==> src/design/sobel_pkg.sv <==
// ----------------------------------------------------------------------------
// Sobel package
// Field widths, register indexes, queue entry types and the square-root step.
// ----------------------------------------------------------------------------
package sobel_pkg;

    localparam int PIX_W    = 8;
    localparam int COL_W    = 10;
    localparam int ROW_W    = 12;
    localparam int WREG_W   = 11;
    localparam int HREG_W   = 13;
    localparam int CFG_W    = 13;
    localparam int GRAD_W   = 9;
    localparam int SUM_W    = 17;
    localparam int RAD_W    = 16;
    localparam int REM_W    = 9;
    localparam int ROOT_W   = 8;
    localparam int SQ_STEPS = 8;
    localparam int QDEPTH   = 8;
    localparam int QPTR_W   = 3;
    localparam int QCNT_W   = 4;

    localparam logic [0:0] REG_IMAGE_WIDTH  = 1'b0;
    localparam logic [0:0] REG_IMAGE_HEIGHT = 1'b1;

    localparam logic [WREG_W-1:0] WIDTH_RESET  = 11'd640;
    localparam logic [HREG_W-1:0] HEIGHT_RESET = 13'd480;
    localparam logic [HREG_W-1:0] HEIGHT_MAX   = 13'd4096;

    typedef struct packed {
        logic [COL_W-1:0] col;
        logic [ROW_W-1:0] row;
        logic             last;
    } meta_t;

    typedef struct packed {
        logic [SUM_W-1:0] sum;
        meta_t            meta;
    } entry_t;

    typedef struct packed {
        logic [RAD_W-1:0]  rad;
        logic [REM_W-1:0]  rem;
        logic [ROOT_W-1:0] root;
    } sq_t;

    // One digit of a restoring square root: two radicand bits in, one root bit out
    function automatic sq_t sqrt_step(sq_t cur);
        sq_t               nxt;
        logic [REM_W+1:0]  rem_sh;
        logic [REM_W+1:0]  trial;
        logic [REM_W+1:0]  diff;
        rem_sh = {cur.rem, cur.rad[RAD_W-1 -: 2]};
        trial  = {1'b0, cur.root, 2'b01};
        diff   = rem_sh - trial;
        nxt.rad = {cur.rad[RAD_W-3:0], 2'b00};
        if (rem_sh >= trial) begin
            nxt.rem  = diff[REM_W-1:0];
            nxt.root = {cur.root[ROOT_W-2:0], 1'b1};
        end else begin
            nxt.rem  = rem_sh[REM_W-1:0];
            nxt.root = {cur.root[ROOT_W-2:0], 1'b0};
        end
        return nxt;
    endfunction

endpackage

==> src/design/sobel_queue.sv <==
// ----------------------------------------------------------------------------
// Sobel result queue
// Short FIFO between the front end and the square-root back end.
// ----------------------------------------------------------------------------
module sobel_queue (
    input  logic                          aclk,
    input  logic                          aresetn,
    input  logic                          push,
    input  sobel_pkg::entry_t             push_entry,
    input  logic                          pop,
    output sobel_pkg::entry_t             head,
    output logic                          not_empty,
    output logic [sobel_pkg::QCNT_W-1:0]  count
);
    import sobel_pkg::*;

    entry_t              buf_reg [QDEPTH];
    logic [QPTR_W-1:0]   wr_ptr_reg, rd_ptr_reg;
    logic [QCNT_W-1:0]   count_reg, count_next;
    logic                do_pop;

    assign do_pop    = pop && (count_reg != '0);
    assign not_empty = count_reg != '0;
    assign count     = count_reg;
    assign head      = buf_reg[rd_ptr_reg];

    always_comb begin
        unique case ({push, do_pop})
            2'b10:   count_next = count_reg + 4'd1;
            2'b01:   count_next = count_reg - 4'd1;
            default: count_next = count_reg;
        endcase
    end

    always_ff @(posedge aclk) begin
        if (!aresetn) begin
            wr_ptr_reg <= '0;
            rd_ptr_reg <= '0;
            count_reg  <= '0;
        end else begin
            if (push) begin
                wr_ptr_reg <= wr_ptr_reg + 3'd1;
            end
            if (do_pop) begin
                rd_ptr_reg <= rd_ptr_reg + 3'd1;
            end
            count_reg <= count_next;
        end
    end

    always_ff @(posedge aclk) begin
        if (push) begin
            buf_reg[wr_ptr_reg] <= push_entry;
        end
    end

endmodule

==> config.mk <==
export PLATFORM = sky130hd
export DESIGN_NAME = sobel_queue
export DESIGN_NICKNAME = d
export VERILOG_FILES = /design/src/design/sobel_pkg.sv /design/src/design/sobel_queue.sv
export SDC_FILE = /design/constraint.sdc
export NUM_CORES = 1
export LEC_CHECK = 0
export ABC_AREA = 1
export BUFFER_PORTS_ARGS = -buffer_cell sky130_fd_sc_hd__clkbuf_2
export CAP_MARGIN = 20
export CORE_UTILIZATION = 35
export DETAILED_ROUTE_END_ITERATION = 10
export GPL_ROUTABILITY_DRIVEN = 0
export GPL_TIMING_DRIVEN = 1
export SLEW_MARGIN = 20
export SYNTH_ARGS = -nofsm -noshare
export SYNTH_HDL_FRONTEND = slang
export SYNTH_SLANG_ARGS = --single-unit
==> constraint.sdc <==
create_clock -name aclk -period 3.3 [get_ports aclk]
set_clock_uncertainty 0.2 [all_clocks]
set_input_delay 0.33 -clock aclk [delete_from_list [all_inputs] [get_ports aclk]]
set_output_delay 0.33 -clock aclk [all_outputs]
set_load 0.01 [all_outputs]
* Word level (Yosys, flattened, before mapping)
Memory sizes are Yosys's and may differ from the RTL's. A register that Yosys moved wholly into a read port is not among the register bits.
Index checks and enable logic that the tools add are counted.
** Cells by class
- Multiplexer cells :: 5
- Eq/ne operators :: 2
- $add $sub $neg :: 4
- Reduce and logical (&&, ||, !) cells :: 3
** Operator list (number)
- case mux 4 bit (2 select lines) :: 1
- adder 3 x 1 -> 3 bit, second input constant :: 2
- two-way mux 3 bit :: 2
- adder 4 x 1 -> 4 bit, second input constant :: 1
- nonzero test 4 bit :: 1
- subtractor 4 x 1 -> 4 bit, second input constant :: 1
- equality test 2 x 1 -> 1 bit, second input constant :: 1
- equality test 2 bit, second input constant :: 1
- two-way mux 1 bit :: 2
- nonzero test 2 bit :: 1
- logical AND 1 bit :: 1
** Storage, ports and cells
- Input bits :: 44
- Memories :: 1
- Flip-flop bits (word level) :: 10
- Bits in writable memories :: 320
** Memory list
- buf_reg :: depth 8, bits a word 40, read ports 1, clocked after memory_dff 1, write ports 1, RTL line sobel_queue.sv:17 : entry_t buf_reg [QDEPTH];

* Depth between registers and ports, before layout
- Depth after elaboration :: 4
- Mapped depth :: 14
- Gate-level depth less buffers :: 14

* Worst setup path after synthesis
OpenSTA, ideal clock, no wires.
- Kind :: input port to flip-flop
- Start :: input port push
- End :: memory buf_reg[0][0] in the netlist's numbering, enable pin
- Arrival :: 2.359 ns
- Stages :: 3
- Data required time :: 2.663 ns
- Setup slack :: 0.304 ns
- Path buffers :: 0
- Library setup time :: 0.437 ns
- Cells stage by stage :: inv_1 or2_1 nor2_1
** Between the ends
- Longest elaborated chain between the ends :: 2
** RTL lines
- from (decl) :: RTL line sobel_queue.sv:8 : input logic push,
- two-way mux 1 bit :: RTL line sobel_queue.sv:52 : if (push) begin
- two-way mux 1 bit (not written as such) :: RTL line sobel_queue.sv:53 : buf_reg[wr_ptr_reg] <= push_entry;
- to (decl) :: RTL line sobel_queue.sv:17
No other way between the ends.

==> run summary <==
Detailed Route WL: 28700 microns
Worst VDD drop: 0.000396 V
vias in the first global route: 7961
Hold WS: 303 ps
io pins: 89
Critical Path RT: 2770 ps
first-pass GRT wire length: 44900 microns
Post-CTS Setup Repair Bufs: 0
Gate Count Post-Synth: 988
Core ar.: 37600 sq um
Startpoint Class: register
CP max-delay cell: buf_4
Crit path arrival time: 2280 ps
total CTS buffers: 36
Sum Neg Setup Slack: 0 ps
root cell of the clock tree: clkbuf_16
Post-Place Worst Slack: 885 ps
run status: finished, final reports clean
total congestion overflow: 0
Initial Util: 0.356
H-tree depth: 2
leading area contributor after synthesis: edfxtp_1
Final nets: 1170
Leak: 5.48 nW
Setup Viol. Count Final: 0
final cell utilization of the core: 0.420
kind of end point of the critical path: primary output
# rows: 71
layout cells sized above 1: 0.184
area share of the largest cell type after synthesis: 0.719
GR Util All Layers: 0.150
top area cells in the synthesized netlist: edfxtp_1, nand2_1, nor2_1, o21ai_0, o21ai_1
max FFs per register: 320
#FFs+latches synth: 333
DRT iter0 DRCs: 700
vias per inst: 4.85
ant diodes: 0
fin worst setup slack: 494 ps
DRT Pass-1 Iters: 5
Slew headroom: 0.308
fillers: 3423
Tcrit/Tclk final: 0.850
register area: 9880 sq um
TritonCTS clock tree: done
unrepaired setup endpoints after global routing: false
pin count of the biggest net entering global routing: 105
Clock Latency Late Sink: 520 ps
Syn-to-layout area delta: 18.2%
# DRC: 0
drt wl/cell: 17.4 microns
area of the multi-input gates: 2980 sq um
Slew @ Worst Pin: 1040 ps
via count: 8029
Seq/Total Area, Yosys: 0.739
Synthesis Warnings: 0
die height: 197 microns
Final Hold Viols: 0
most used cell, CP: nand2_1
post-placement cell area: 14200 sq um
Max Fclk: 356 MHz
Worst-path clk slew: 60 ps
syn_area_per_cell: 13.5 sq um
Synthesized Nets: 1037
post-route cell area: 15800 sq um
maxcap violations: 0
Final Max Slew Viols: 0
DPL Wire Length: 15600 microns
Worst Path Class, Setup: reg2out
CTS sink count: 333
mapped cell area: 13400 sq um
crit path max fanout: 56
Bufs on Longest Clock Path: 3
area of the die: 39000 sq um
flop-to-flop setup slack: 1070 ps
worst hold path class: reg2reg
Final ANT Viol Nets: 0
P per Cell Area: 722 nW/um^2
crit path cell chain: buf_4, o21ai_0, o22ai_1, nand2_1, nand2_1, clkbuf_2
min Tclk post-route: 2810 ps
slowest cell delay on critical path: 600 ps
port buffer count: 88
die span in x: 197 microns
Synth cell types: 26
initial antenna violation count: 1
-- layout make-up --
class	instances	area share
sequential	333	0.626
multi-input combinational	581	0.189
timing repair buffer	152	0.0708
clock buffer	41	0.0582
tap	511	0.0405
clock inverter	20	0.0117
inverter	17	0.00420
-- Yosys cell counts --
| library cell | count |
|---|---|
| nand2_1 | 137 |
| nor2_1 | 132 |
| a21oi_1 | 11 |
| or2_1 | 1 |
| buf_6 | 2 |
| clkbuf_1 | 11 |
| mux2i_1 | 40 |
| xnor2_1 | 2 |
| dfxtp_1 | 13 |
| buf_4 | 13 |
| o22ai_1 | 40 |
| nand3_1 | 3 |
| ha_1 | 5 |
| clkbuf_4 | 2 |
| inv_1 | 15 |
| edfxtp_1 | 320 |
| dlymetal6s2s_1 | 6 |
| nand4_1 | 1 |
| nor2_2 | 40 |
| buf_12 | 9 |
| o21ai_0 | 86 |
| buf_2 | 14 |
| o21ai_1 | 82 |
| inv_4 | 1 |
| xor2_1 | 1 |
| inv_2 | 1 |
-- metrics by stage --
stage,power (mW),cells
after floorplan,6.98,988
after global placement,7.65,1550
after detailed placement,7.68,1550
after CTS,11.5,1655
after global routing,12.0,1655
final,11.4,1655
-- critical path: cells and delay by family, from the launching register on --
family | cells | cell delay (ps)
AOI/OAI and AO/OA | 2 | 430
buffers and inverters | 2 | 730
and+or+nand+nor | 2 | 170
DFF | 1 | 370
-- placed cells by master, fill, tap and decap left out, types with 2 or more instances in the layout --
cell           netlist  final
buf_4               13     13
ha_1                 5      5
nand2_1            137    137
o22ai_1             40     40
nor2_4               0      8
inv_1               15     14
buf_12               9      7
dfxtp_4              0      2
clkbuf_1            11      5
dlygate4sd3_1        0     44
nand3_1              3      3
o21ai_1             82     82
nor2_1             132    124
nor2_2              40     40
mux2i_1             40     40
xnor2_1              2      2
a21oi_1             11     11
clkbuf_16            0     36
dfxtp_1             13     10
bufinv_16            0      3
clkinv_2             0      7
clkinv_1             0      7
edfxtp_1           320    320
o21ai_0             86     86
clkbuf_2             0     88
inv_2                1      2
-- power by group --
group	switching, mW	total [mW]	internal, mW
Clock	1.57	3.80	2.23
Combinational	1.72	2.69	0.974
Sequential	0.130	4.91	4.78
Total	3.41	11.4	7.98
-- worst paths after layout --
kind	start	endpoint	depth (start not counted)
hold reg to reg	rd_ptr_reg[2]	register	2
setup / recovery	register	head[12]	6
setup reg to reg	count[1]	count[2]	13
hold / removal	rd_ptr_reg[2]	register	2
-- kinds of logic after synthesis --
logic type / count (synthesis) / synth area share
AOI/OAI and AO/OA: 219 / 0.0858
xor gates and xnor gates: 3 / 0.00197
buffers and inverters: 74 / 0.0425
DFF: 333 / 0.739
and+or+nand+nor: 314 / 0.0964
muxes: 40 / 0.0300
adders and majority gates: 5 / 0.00468
-- routing by layer --
layer,GRT usage,vias up,wire (microns)
met5,0,-,13
li1,-,3835,-
met2,0.246,171,13700
met3,0.0285,46,1420
met4,0.0434,2,554
met1,0.201,3975,13000
-- timing repair --
action | in CTS | in global routing
hold endpoints to repair | 330 | 0
hold buffers | 44 | 0
gates resized for setup | 0 | 0
(Power assumes the default switching activity.)
