===== config.mk =====
export PLATFORM = sky130hd
export DESIGN_NAME = sobel_back
export DESIGN_NICKNAME = d
export VERILOG_FILES = /design/src/design/sobel_pkg.sv /design/src/design/sobel_back.sv
export SDC_FILE = /design/constraint.sdc
export NUM_CORES = 1
export LEC_CHECK = 0
export BUFFER_PORTS_ARGS = -buffer_cell sky130_fd_sc_hd__buf_2
export CORE_ASPECT_RATIO = 1.5
export CORE_MARGIN = 4
export CORE_UTILIZATION = 25
export CTS_CLUSTER_DIAMETER = 120
export DETAILED_ROUTE_END_ITERATION = 6
export REMOVE_ABC_BUFFERS = 1
export SLEW_MARGIN = 20
export SYNTH_ARGS = -nofsm -noshare
export SYNTH_HDL_FRONTEND = slang
export SYNTH_SLANG_ARGS = --single-unit
export TNS_END_PERCENT = 50

===== constraint.sdc =====
create_clock -name aclk -period 9.9 [get_ports aclk]
set_input_delay 0 -clock aclk [delete_from_list [all_inputs] [get_ports aclk]]
set_output_delay 0 -clock aclk [all_outputs]
set_load 0.02 [all_outputs]

===== src/design/sobel_pkg.sv =====
// ----------------------------------------------------------------------------
// Sobel package
// Field widths, register indexes, queue entry types and the square-root step.
// ----------------------------------------------------------------------------
package sobel_pkg;

    localparam int PIX_W    = 8;
    localparam int COL_W    = 10;
    localparam int ROW_W    = 12;
    localparam int WREG_W   = 11;
    localparam int HREG_W   = 13;
    localparam int CFG_W    = 13;
    localparam int GRAD_W   = 9;
    localparam int SUM_W    = 17;
    localparam int RAD_W    = 16;
    localparam int REM_W    = 9;
    localparam int ROOT_W   = 8;
    localparam int SQ_STEPS = 8;
    localparam int QDEPTH   = 8;
    localparam int QPTR_W   = 3;
    localparam int QCNT_W   = 4;

    localparam logic [0:0] REG_IMAGE_WIDTH  = 1'b0;
    localparam logic [0:0] REG_IMAGE_HEIGHT = 1'b1;

    localparam logic [WREG_W-1:0] WIDTH_RESET  = 11'd640;
    localparam logic [HREG_W-1:0] HEIGHT_RESET = 13'd480;
    localparam logic [HREG_W-1:0] HEIGHT_MAX   = 13'd4096;

    typedef struct packed {
        logic [COL_W-1:0] col;
        logic [ROW_W-1:0] row;
        logic             last;
    } meta_t;

    typedef struct packed {
        logic [SUM_W-1:0] sum;
        meta_t            meta;
    } entry_t;

    typedef struct packed {
        logic [RAD_W-1:0]  rad;
        logic [REM_W-1:0]  rem;
        logic [ROOT_W-1:0] root;
    } sq_t;

    // One digit of a restoring square root: two radicand bits in, one root bit out
    function automatic sq_t sqrt_step(sq_t cur);
        sq_t               nxt;
        logic [REM_W+1:0]  rem_sh;
        logic [REM_W+1:0]  trial;
        logic [REM_W+1:0]  diff;
        rem_sh = {cur.rem, cur.rad[RAD_W-1 -: 2]};
        trial  = {1'b0, cur.root, 2'b01};
        diff   = rem_sh - trial;
        nxt.rad = {cur.rad[RAD_W-3:0], 2'b00};
        if (rem_sh >= trial) begin
            nxt.rem  = diff[REM_W-1:0];
            nxt.root = {cur.root[ROOT_W-2:0], 1'b1};
        end else begin
            nxt.rem  = rem_sh[REM_W-1:0];
            nxt.root = {cur.root[ROOT_W-2:0], 1'b0};
        end
        return nxt;
    endfunction

endpackage


===== src/design/sobel_back.sv =====
// ----------------------------------------------------------------------------
// Sobel back end
// Pipelined digit-by-digit square root, one root bit per stage; the last
// stage is the output register.
// ----------------------------------------------------------------------------
module sobel_back (
    input  logic                          aclk,
    input  logic                          aresetn,
    input  sobel_pkg::entry_t             q_head,
    input  logic                          q_not_empty,
    output logic                          q_pop,
    output logic                          m_valid,
    input  logic                          m_ready,
    output logic [sobel_pkg::PIX_W-1:0]   m_edge_magnitude,
    output logic [sobel_pkg::COL_W-1:0]   m_centre_column,
    output logic [sobel_pkg::ROW_W-1:0]   m_centre_row,
    output logic                          m_frame_last
);
    import sobel_pkg::*;

    localparam int LAST = SQ_STEPS - 1;

    sq_t                 sq_reg   [SQ_STEPS];
    meta_t               meta_reg [SQ_STEPS];
    logic [SQ_STEPS-1:0] bv_reg;
    logic                advance;
    sq_t                 sq_init;

    // hold the whole pipe while the output item waits
    assign advance = !bv_reg[LAST] || m_ready;
    assign q_pop   = advance && q_not_empty;

    // sums of 2^16 and above saturate: the root of all ones is the top value
    assign sq_init.rad  = q_head.sum[SUM_W-1] ? '1 : q_head.sum[RAD_W-1:0];
    assign sq_init.rem  = '0;
    assign sq_init.root = '0;

    always_ff @(posedge aclk) begin
        if (!aresetn) begin
            bv_reg <= '0;
        end else if (advance) begin
            bv_reg <= {bv_reg[SQ_STEPS-2:0], q_pop};
        end
    end

    always_ff @(posedge aclk) begin
        if (advance) begin
            sq_reg[0]   <= sqrt_step(sq_init);
            meta_reg[0] <= q_head.meta;
            for (int k = 1; k < SQ_STEPS; k++) begin
                sq_reg[k]   <= sqrt_step(sq_reg[k-1]);
                meta_reg[k] <= meta_reg[k-1];
            end
        end
    end

    assign m_valid          = bv_reg[LAST];
    assign m_edge_magnitude = sq_reg[LAST].root;
    assign m_centre_column  = meta_reg[LAST].col;
    assign m_centre_row     = meta_reg[LAST].row;
    assign m_frame_last     = meta_reg[LAST].last;

endmodule


# Yosys cells after proc, flatten, opt, wreduce, memory -nomap -nowiden
# Memory sizes are Yosys's and may differ from the RTL's.
# Index checks and enable logic that the tools add are counted.
totals:
  regBits: 8
  mem_bits_rw: 432
  inputBits: 44
  wordCells: 41
  memories: 2
mem_list:
  columns: ["name", "depth", "word_bits", "read_ports", "rd_clocked_by_memory_dff", "wr", "line_no", "rtl"]
  rows:
  - ["sq_reg", 8, 31, 8, 0, 8, "sobel_back.sv:23", "sq_t sq_reg [SQ_STEPS];"]
  - ["meta_reg", 8, 23, 8, 0, 8, "sobel_back.sv:24", "meta_t meta_reg [SQ_STEPS];"]
op_classes:
  n_addsub: 8
  n_lt_le_gt_ge: 8
  muxes: 19
  reduce_logical: 3
op_table:
  columns: ["operator", "n"]
  rows:
  - ["17-bit 2-to-1 mux", 16]
  - ["11-bit by 10-bit >= comparator with 1-bit output", 7]
  - ["9-bit subtractor", 7]
  - ["16-bit 2-to-1 mux", 1]
  - ["2-bit by 1-bit subtractor with 3-bit output (second input constant)", 1]
  - ["2-bit by 1-bit >= comparator with 1-bit output (second input constant)", 1]
  - ["1-bit 2-to-1 mux", 2]
  - ["1-bit logical AND", 1]
  - ["1-bit logical NOT", 1]
  - ["1-bit logical OR", 1]

# Depth between registers and ports, before layout
# Gate-level depths: netlist of run 1.
logic_depth:
  depth_word: 4
  mapped_depth: 8

# Worst setup path after synthesis of run 1
# Ideal clock, no wire load.
synth_timing:
  path_type: "flip-flop to flip-flop"
  startpoint: "reg bv_reg[7]"
  endpoint: "reg bv_reg[0]"
  setup_ps: 115
  arrival_time_ps: 9822
  slack_ps: -37
  stages_incl_launch_ff: 6
  n_path_buf: 1
  period_less_slack_ps: 9937
  path_cell_list: "dfxtp_1 -> nor2b_1 -> clkbuf_1 -> clkinv_1 -> and2_1 -> o21a_1"
synth_via:
  elab_chain_cells: 3
synth_rtl:
  columns: ["element", "line_no", "rtl"]
  rows:
  - ["from (decl)", "sobel_back.sv:25", "logic [SQ_STEPS-1:0] bv_reg;"]
  - ["from (signal assigned)", "sobel_back.sv:42", "bv_reg <= {bv_reg[SQ_STEPS-2:0], q_pop};"]
  - ["1-bit logical NOT", "sobel_back.sv:30", "assign advance = !bv_reg[LAST] || m_ready;"]
  - ["1-bit logical OR", "sobel_back.sv:30", null]
  - ["1-bit logical AND", "sobel_back.sv:31", "assign q_pop = advance && q_not_empty;"]
  - ["net q_pop", "sobel_back.sv:11", "output logic q_pop,"]
# The timed path passes the listed nets, and every way through them passes these cells.
# A chain may end at the register's enable or synchronous reset.

==> impl_metrics.yaml, run 1 <==
run_status:
  status: "completed"
critical_path:
  crit_slowest_cell: "a31oi_1"
  cp.required_ps: 10170
  crit_fanout: 11
  path_cells: "ha_1 -> o21a_1 -> or4_1 -> a31oi_1 -> nor3_1 -> a21o_1"
  crit_type: "reg -> reg"
  cp_top_family: "compound AO/OA/AOI/OAI gates"
  cp-end-kind: "flip-flop"
  worstSetupStartpointType: "flip-flop"
  crit_buf_inv: 0
  arrival_ps: 2900
  slowest_delay_ps: 770
pwr:
  ir_drop_v: 0.00009794
  p_leak_nw: 5.908
  power_mw: 3.547
  power.density_nw_per_um2: 227.2
synth:
  synth.distinct_cells: 51
  async_reset_ff_share_pct: 0
  yosysSeqAreaShare_pct: 79.01
  syn_area_um2: 12860
  syn_avg_cell_area_um2: 17.03
  syn_inst: 755
  synth_ff_type: "edfxtp_1"
  synth-seq-cells: 341
  yosys_warnings: 0
  synth-edff-count: 333
global_routing:
  grt_max_degree: 211
  grt_pass1_vias: 6254
  track_usage_pct: 6.606
  grt_pass1_wl_mm: 30.15
  overflow: 0
  antenna_found_initial: 1
cts:
  post-cts-setup-buffer-count: 0
  cts_tree: "built"
  cts_hold_buf: 59
  cts_resized: 0
  cts.sinks: 341
  cts_buffers: 34
  cts_root_buffer: "clkbuf_16"
  clock_latency_ps: 510
  path_clk_slew_ps: 60
  clk_path_buf_depth: 3
  htree_levels: 2
finish:
  final_cell_mix: "333 x edfxtp_1, 76 x buf_2, 59 x dlygate4sd3_1, 52 x inv_1"
  largest_reg_flops: 184
  mostFrequentLayoutCell: "edfxtp_1"
  drive_gt1_share_pct: 17.05
  fin_cells: 1585
  syn2layout_area_growth_pct: 21.43
  fin_nets: 976
timing:
  slew_headroom_pct: 30.72
  worstMarginPinSlew_ps: 1039
  rsz0062_at_grt: "false"
  worst_clock_skew_ps: 20.01
  post-route-min-period_ps: 2630
  min_period_over_period_pct: 26.57
  hold_viol_final: 0
  setup_violations: 0
  drv_slew: 0
  clock.fmax_ghz: 0.3802
  finalSetupTns_ps: 0
floorplan:
  start_util_pct: 25.31
  die_w_um: 193.2
  core_um2: 50800
  fp.dieH_um: 285.8
  num_rows: 101
  io_pins: 77
  die-area_um2: 55200
routing:
  wl_per_cell_um: 11.43
  via_count: 6039
  dr.first_iter.drc_count: 257
  wl_mm: 18.12
  drt_pre_antenna_iters: 4
  drtAntennaViolNets: 0
  post-route-drc-count: 0
  via_per_inst: 3.810
placed_design:
  hpwl_mm: 11.28
  dp_cells: 1465
  portBuffers: 76
  gp_congestion: 0.7669
job:
  cap_violations: 0
hold_path:
  hp-class: "in -> reg"
-- layer usage --
| layer | vias up | global-route usage (%) | wire [um] |
|---|---|---|---|
| met4 | 0 | 3.117 | 621 |
| met5 | - | 0 | 0 |
| met3 | 38 | 1.563 | 817 |
| li1 | 3065 | - | - |
| met1 | 2832 | 7.500 | 7414 |
| met2 | 104 | 11.60 | 9264 |
-- where the power goes --
group	switching [mW]	total (mW)	leakage, nW	internal (mW)
sequential	0.0591	1.82	3.44	1.76
combinational	0.211	0.400	1.90	0.189
clock	0.521	1.33	0.563	0.810
-- through the flow --
step / area, um^2 / worst slack [ps] / util [%] / hold WS (ps)
finish: 15610 / 7270 / 30.73 / 194.6
global route: 15610 / 6999 / 30.73 / 191.3
CTS: 15610 / 7205 / 30.73 / 158.2
detailed placement: 13840 / 7279 / 27.25 / 178.1
global placement: 13840 / 7330 / 27.25 / 178.8
floorplan: 12600 / -112.3 / - / 98.87
-- cells in the mapped netlist, types with 2 or more instances --
master / instances / area share [%]
a31o_2: 2 / 0.14
and2_1: 5 / 0.24
o211ai_1: 3 / 0.18
nand2_1: 38 / 1.1
edfxtp_1: 333 / 78
dfxtp_1: 8 / 1.2
a21oi_1: 18 / 0.70
nor3_1: 10 / 0.39
nor2_1: 27 / 0.79
o21ai_0: 41 / 1.6
nand2b_1: 9 / 0.44
or4_1: 7 / 0.41
or3_1: 2 / 0.097
o31ai_1: 3 / 0.18
buf_2: 2 / 0.078
nand4_1: 3 / 0.15
a211oi_1: 5 / 0.29
mux2i_1: 5 / 0.39
a21boi_0: 8 / 0.47
a21o_1: 4 / 0.23
clkbuf_1: 2 / 0.058
xnor2_1: 11 / 0.75
or2_2: 15 / 0.73
nand3_1: 6 / 0.23
buf_4: 31 / 1.8
nor4_1: 6 / 0.29
ha_1: 41 / 4.0
nor3b_1: 2 / 0.12
inv_1: 52 / 1.5
o21a_1: 9 / 0.53
o31a_1: 2 / 0.14
a31oi_1: 3 / 0.15
nor2b_1: 8 / 0.39
mux2_2: 5 / 0.44
xor2_1: 13 / 0.89
-- logic make-up after synthesis --
family | share of synthesized area [%]
AOI/OAI and AO/OA | 5.128
xor gates and xnor gates | 1.635
adders and majority gates | 3.989
buffers and inverters | 3.610
DFF | 79.01
muxes | 0.9438
other | 0.02916
and+or+nand+nor | 5.654
-- final timing paths --
check	start	to	slack [ps]	cells after the start
setup / recovery	sq_reg[0][101]$_DFFE_PN_	sq_reg[1][16]$_DFFE_PN_	7270	6
hold / removal	q_head[19]	meta_reg[0][19]$_DFFE_PN_	190	2
setup reg to reg	sq_reg[0][101]$_DFFE_PN_	sq_reg[1][16]$_DFFE_PN_	7270	6
hold reg to reg	meta_reg[0][39]$_DFFE_PN_	meta_reg[0][62]$_DFFE_PN_	400	0
-- area by class of cell --
type | instances | area [um^2]
antenna | 1 | 2.502
clock buffer | 40 | 894.6
clock inverter | 20 | 284.0
fill | 5000 | 35190
inverter | 54 | 210.2
multi-input combinational | 324 | 2235
sequential | 341 | 10160
tap | 669 | 837.1
timing repair buffer | 136 | 991.0
No activity file was read; power rests on OpenSTA's default activity.
==> run 2, diff against run 1 <==
==> constraint.sdc (replaced) <==
create_clock -name aclk -period 2.29 [get_ports aclk]
set_input_delay 0 -clock aclk [delete_from_list [all_inputs] [get_ports aclk]]
set_output_delay 0 -clock aclk [all_outputs]
set_load 0.02 [all_outputs]
==> run 2 against run 1 <==
Critical path depth is the same; highest routed layer unchanged; flip-flop and latch count is the same; largest power group unchanged; via count grew 2.4%; largest cell class unchanged; total power grew to 4.2 times the previous value; wire length grew 2.8%.
==> impl_metrics.yaml, run 2 (synthesis results as in run 1) <==
critical_path:
  crit_fanout: 5
  cp-end-kind: "flip-flop"
  arrival_ps: 2460
  cp.required_ps: 2560
  worstSetupStartpointType: "flip-flop"
  crit_type: "reg -> reg"
cts:
  cts_buffers: 36
  cts_root_buffer: "clkbuf_16"
  htree_levels: 2
  clk_path_buf_depth: 3
  cts_tree: "built"
  path_clk_slew_ps: 60
  cts.sinks: 341
  clock_latency_ps: 520
floorplan:
  core_um2: 50800
  fp.dieH_um: 285.8
  io_pins: 77
  die_w_um: 193.2
  die-area_um2: 55200
  start_util_pct: 25.31
  num_rows: 101
finish:
  syn2layout_area_growth_pct: 22.15
  final_cell_mix: "333 x edfxtp_1, 76 x buf_2, 59 x dlygate4sd3_1, 52 x inv_1"
  mostFrequentLayoutCell: "edfxtp_1"
  antennaDiodeCount: 0
  design_area_um2: 15710
  drive_gt1_share_pct: 18.06
  fin_nets: 993
  largest_reg_flops: 184
placed_design:
  gp_congestion: 0.8256
  portBuffers: 76
  placed_area_um2: 14000
  hpwl_mm: 12.07
  pre_cts_slack_ps: 107.3
routing:
  via_count: 6186
  wl_mm: 18.62
  via_per_inst: 3.854
  post-route-drc-count: 0
  wl_per_cell_um: 11.60
  dr.first_iter.drc_count: 228
  drt_pre_antenna_iters: 4
  drtAntennaViolNets: 0
timing:
  hold_viol_final: 0
  clock.fmax_ghz: 0.4577
  rsz0062_at_grt: "false"
  worst_clock_skew_ps: 9.243
  worst_hold_slack_ps: 197.7
  min_period_over_period_pct: 95.40
  post-route-min-period_ps: 2185
  drv_slew: 0
  setup_ws_ps: 105.3
  setup_violations: 0
global_routing:
  overflow: 0
  grt_pass1_vias: 6474
  antenna_found_initial: 0
  grt_max_degree: 64
  grt_pass1_wl_mm: 31.67
  track_usage_pct: 6.959
hold_path:
  hp-class: "in -> reg"
pwr:
  power_mw: 15.01
  clkPwrFrac_pct: 35.7
  p_sw_share_pct: 23.19
  pwr-share-comb_pct: 11.9
  p_sw_mw: 3.480
  p_leak_nw: 5.968
  power.density_nw_per_um2: 955.4
  seq_power_share_pct: 52.4
  ir_drop_v: 0.0004965
  intPower_mw: 11.53
job:
  cap_violations: 0
run_status:
  status: "completed"
[run 2: worst max-delay path, stage by stage (launching register included)]
cell,delay (ps)
edfxtp_1,400
ha_1,360
nor2b_1,170
o31a_1,280
o21a_1,190
or3_1,300
a31o_2,240
[run 2: power groups by stage]
stage / Sequential, mW / Combinational (mW) / Clock [mW]
2_1_floorplan: 7.96 / 1.20 / 0
3_3_place_gp: 7.98 / 1.63 / 0
3_5_place_dp: 8.01 / 1.67 / 0
4_1_cts: 7.87 / 1.76 / 5.60
5_1_grt: 7.93 / 2.03 / 5.87
6_report: 7.87 / 1.78 / 5.36
[run 2: per-stage QoR]
| step | cells | util [%] | setup TNS, ps |
|---|---|---|---|
| final | 1605 | 30.92 | 0 |
| after CTS | 1604 | 30.87 | 0 |
| after detailed placement | 1479 | 27.55 | 0 |
| after global routing | 1605 | 30.92 | 0 |
| after global placement | 1479 | 27.55 | 0 |
| after floorplan | 719 | - | -2561370 |
[run 2: layout make-up]
type                       instances  area, um^2
clock buffer                      49       949.7
inverter                          54       210.2
fill                            5008       35090
multi-input combinational        324        2250
sequential                       341       10160
tap                              669       837.1
timing repair buffer             151        1154
clock inverter                    17       146.4
[run 2: routing by layer]
metal | track usage (%) | vias to the layer above | wire (um)
met3 | 1.721 | 55 | 977
met5 | 0 | - | 0
li1 | - | 3102 | -
met4 | 3.206 | 0 | 711
met1 | 8.055 | 2910 | 7409
met2 | 12.03 | 119 | 9519
[run 2: worst paths after layout]
check,slack (ps),start,cells past startpoint,endpoint
max,110,sq_reg[1][39]$_DFFE_PN_,6,sq_reg[1][76]$_DFFE_PN_
max reg2reg,110,sq_reg[1][39]$_DFFE_PN_,6,sq_reg[1][76]$_DFFE_PN_
min,200,q_head[16],2,meta_reg[0][16]$_DFFE_PN_
min reg2reg,410,meta_reg[0][46]$_DFFE_PN_,0,meta_reg[0][69]$_DFFE_PN_
[run 2: repair_timing]
action	CTS	global route
setup buffers	0	1
endpoints found under the setup margin	0	3
hold buffers	59	0
gates resized for setup	0	4
hold endpoints to repair	48	0
==> run 3, diff against run 2 <==
--- a/config.mk
+++ b/config.mk
@@ -9,8 +9,10 @@
 export CORE_ASPECT_RATIO = 1.5
 export CORE_MARGIN = 4
 export CORE_UTILIZATION = 25
+export CTS_BUF_LIST = sky130_fd_sc_hd__clkbuf_4
 export CTS_CLUSTER_DIAMETER = 120
 export DETAILED_ROUTE_END_ITERATION = 6
+export PLACE_DENSITY = 0.52
 export REMOVE_ABC_BUFFERS = 1
 export SLEW_MARGIN = 20
 export SYNTH_ARGS = -nofsm -noshare
==> run 3 against run 2 <==
Non-clock buffer count up 39; wire length increased by 3.7%; critical path type unchanged; die area unchanged.
==> impl_metrics.yaml, run 3 (synthesis results as in run 1) <==
cts:
  cts_tree: "built"
  clock_latency_ps: 750
  cts_root_buffer: "clkbuf_4"
  cts.sinks: 341
  clk_path_buf_depth: 3
  path_clk_slew_ps: 70
  cts_buffers: 86
  htree_levels: 3
pwr:
  p_leak_nw: 6.289
  power.density_nw_per_um2: 914.8
  power_mw: 14.79
  ir_drop_v: 0.0004018
routing:
  wl_mm: 19.31
  dr.first_iter.drc_count: 234
  post-route-drc-count: 0
  drt_pre_antenna_iters: 4
  drtAntennaViolNets: 0
  via_per_inst: 3.825
  route.met2.wl_mm: 9.709
  top_layer_used: "met4"
  wl_met3_mm: 1.279
  wl_met1_mm: 7.485
  via_count: 6648
  wl_per_cell_um: 11.11
finish:
  syn2layout_area_growth_pct: 25.71
  largest_reg_flops: 184
  nFillCells: 5052
  mostFrequentLayoutCell: "edfxtp_1"
  drive_gt1_share_pct: 24.48
  fin_nets: 1082
  final_cell_mix: "333 x edfxtp_1, 124 x clkbuf_4, 96 x dlygate4sd3_1, 76 x buf_2, 52 x inv_1"
timing:
  worst_hold_slack_ps: 122.4
  setup_violations: 0
  hold_viol_final: 0
  clock.fmax_ghz: 0.4529
  rsz0062_at_grt: "false"
  worstMarginPinSlew_ps: 516.8
  finalSetupTns_ps: 0
  drv_slew: 0
  min_period_over_period_pct: 96.42
  post-route-min-period_ps: 2208
  worst_clock_skew_ps: 58.01
  slew_headroom_pct: 65.54
run_status:
  status: "completed"
global_routing:
  overflow: 0
  track_usage_pct: 7.146
  antenna_found_initial: 1
  grt_pass1_wl_mm: 31.68
  grt_pass1_vias: 6887
  grt_max_degree: 62
floorplan:
  die-area_um2: 55200
  start_util_pct: 25.31
  io_pins: 77
  core_um2: 50800
  die_w_um: 193.2
  fp.dieH_um: 285.8
  num_rows: 101
placed_design:
  portBuffers: 76
  hpwl_mm: 12.09
  gp_congestion: 0.8108
job:
  cap_violations: 0
critical_path:
  crit_type: "reg -> reg"
  cp.required_ps: 2730
  crit_fanout: 5
  rrSetupSlack_ps: 80
  cp-end-kind: "flip-flop"
  worstSetupStartpointType: "flip-flop"
  arrival_ps: 2650
hold_path:
  hp-class: "in -> reg"
run 3: cell count changes in the layout (fill, tap and decap cells not counted), moves of 2 or more:
cell / previous run / this run
buf_12: 5 / 7
clkbuf_1: 13 / 0
clkbuf_4: 0 / 124
diode_2: 0 / 3
a31oi_2: 0 / 2
a31oi_1: 3 / 1
dlygate4sd3_1: 59 / 96
clkinv_1: 5 / 19
clkinv_2: 4 / 7
clkbuf_16: 36 / 0
run 3: timing repair:
action / in CTS / in global routing
setup buffers: 0 / 1
hold buffers: 96 / 0
endpoints found under the hold margin: 62 / 0
endpoints found under the setup margin: 0 / 8
gates resized for setup: 0 / 4
run 3: area by class of cell:
type | count | area, um^2 | area share (%)
Multi-Input combinational cell | 324 | 2248 | 13.91
Inverter | 54 | 210.2 | 1.300
Timing Repair Buffer | 190 | 1568 | 9.699
Clock inverter | 33 | 202.7 | 1.254
Antenna cell | 3 | 7.507 | 0.04644
Clock buffer | 124 | 930.9 | 5.759
Sequential cell | 341 | 10160 | 62.85
Tap cell | 669 | 837.1 | 5.178
run 3: critical path: stages, from the launching register on:
cell	delay (ps)
edfxtp_1	400
ha_1	350
nor2b_1	170
o31a_1	280
o21a_1	190
or3_1	300
a31o_2	240
run 3: path summary, 6_finish.rpt:
path                                                  start  cells past startpoint                       to
worst min-delay path                             q_head[37]                      3   sq_reg[0][8]$_DFFE_PN_
worst min register to register  sq_reg[0][26]$_SDFFCE_PP1N_                      0  sq_reg[0][59]$_DFFE_PN_
worst max-delay path                sq_reg[1][39]$_DFFE_PN_                      6  sq_reg[1][76]$_DFFE_PN_
worst max register to register      sq_reg[1][39]$_DFFE_PN_                      6  sq_reg[1][76]$_DFFE_PN_
run 3: per-stage QoR:
stage / setup slack (ps) / utilization, % / area (um^2) / cells
3_5_place_dp: 124.8 / 27.63 / 14040 / 1481
2_1_floorplan: -7722 / - / 12600 / 719
5_1_grt: 9.217 / 31.81 / 16160 / 1736
6_report: 81.92 / 31.82 / 16160 / 1738
3_3_place_gp: 162.4 / 27.63 / 14040 / 1481
4_1_cts: 47.53 / 31.75 / 16130 / 1734
run 3: routing by layer:
metal | GRT usage, % | up-vias
met5 | 0 | -
met3 | 2.600 | 70
li1 | - | 3349
met1 | 7.221 | 3048
met2 | 12.21 | 181
met4 | 4.747 | 0
run 3: power by group:
part           total, mW  leakage [nW]  internal (mW)  switching [mW]
clock               5.11         0.669           2.74            2.37
combinational       1.83          2.18          0.902           0.923
sequential          7.85          3.44           7.59           0.259
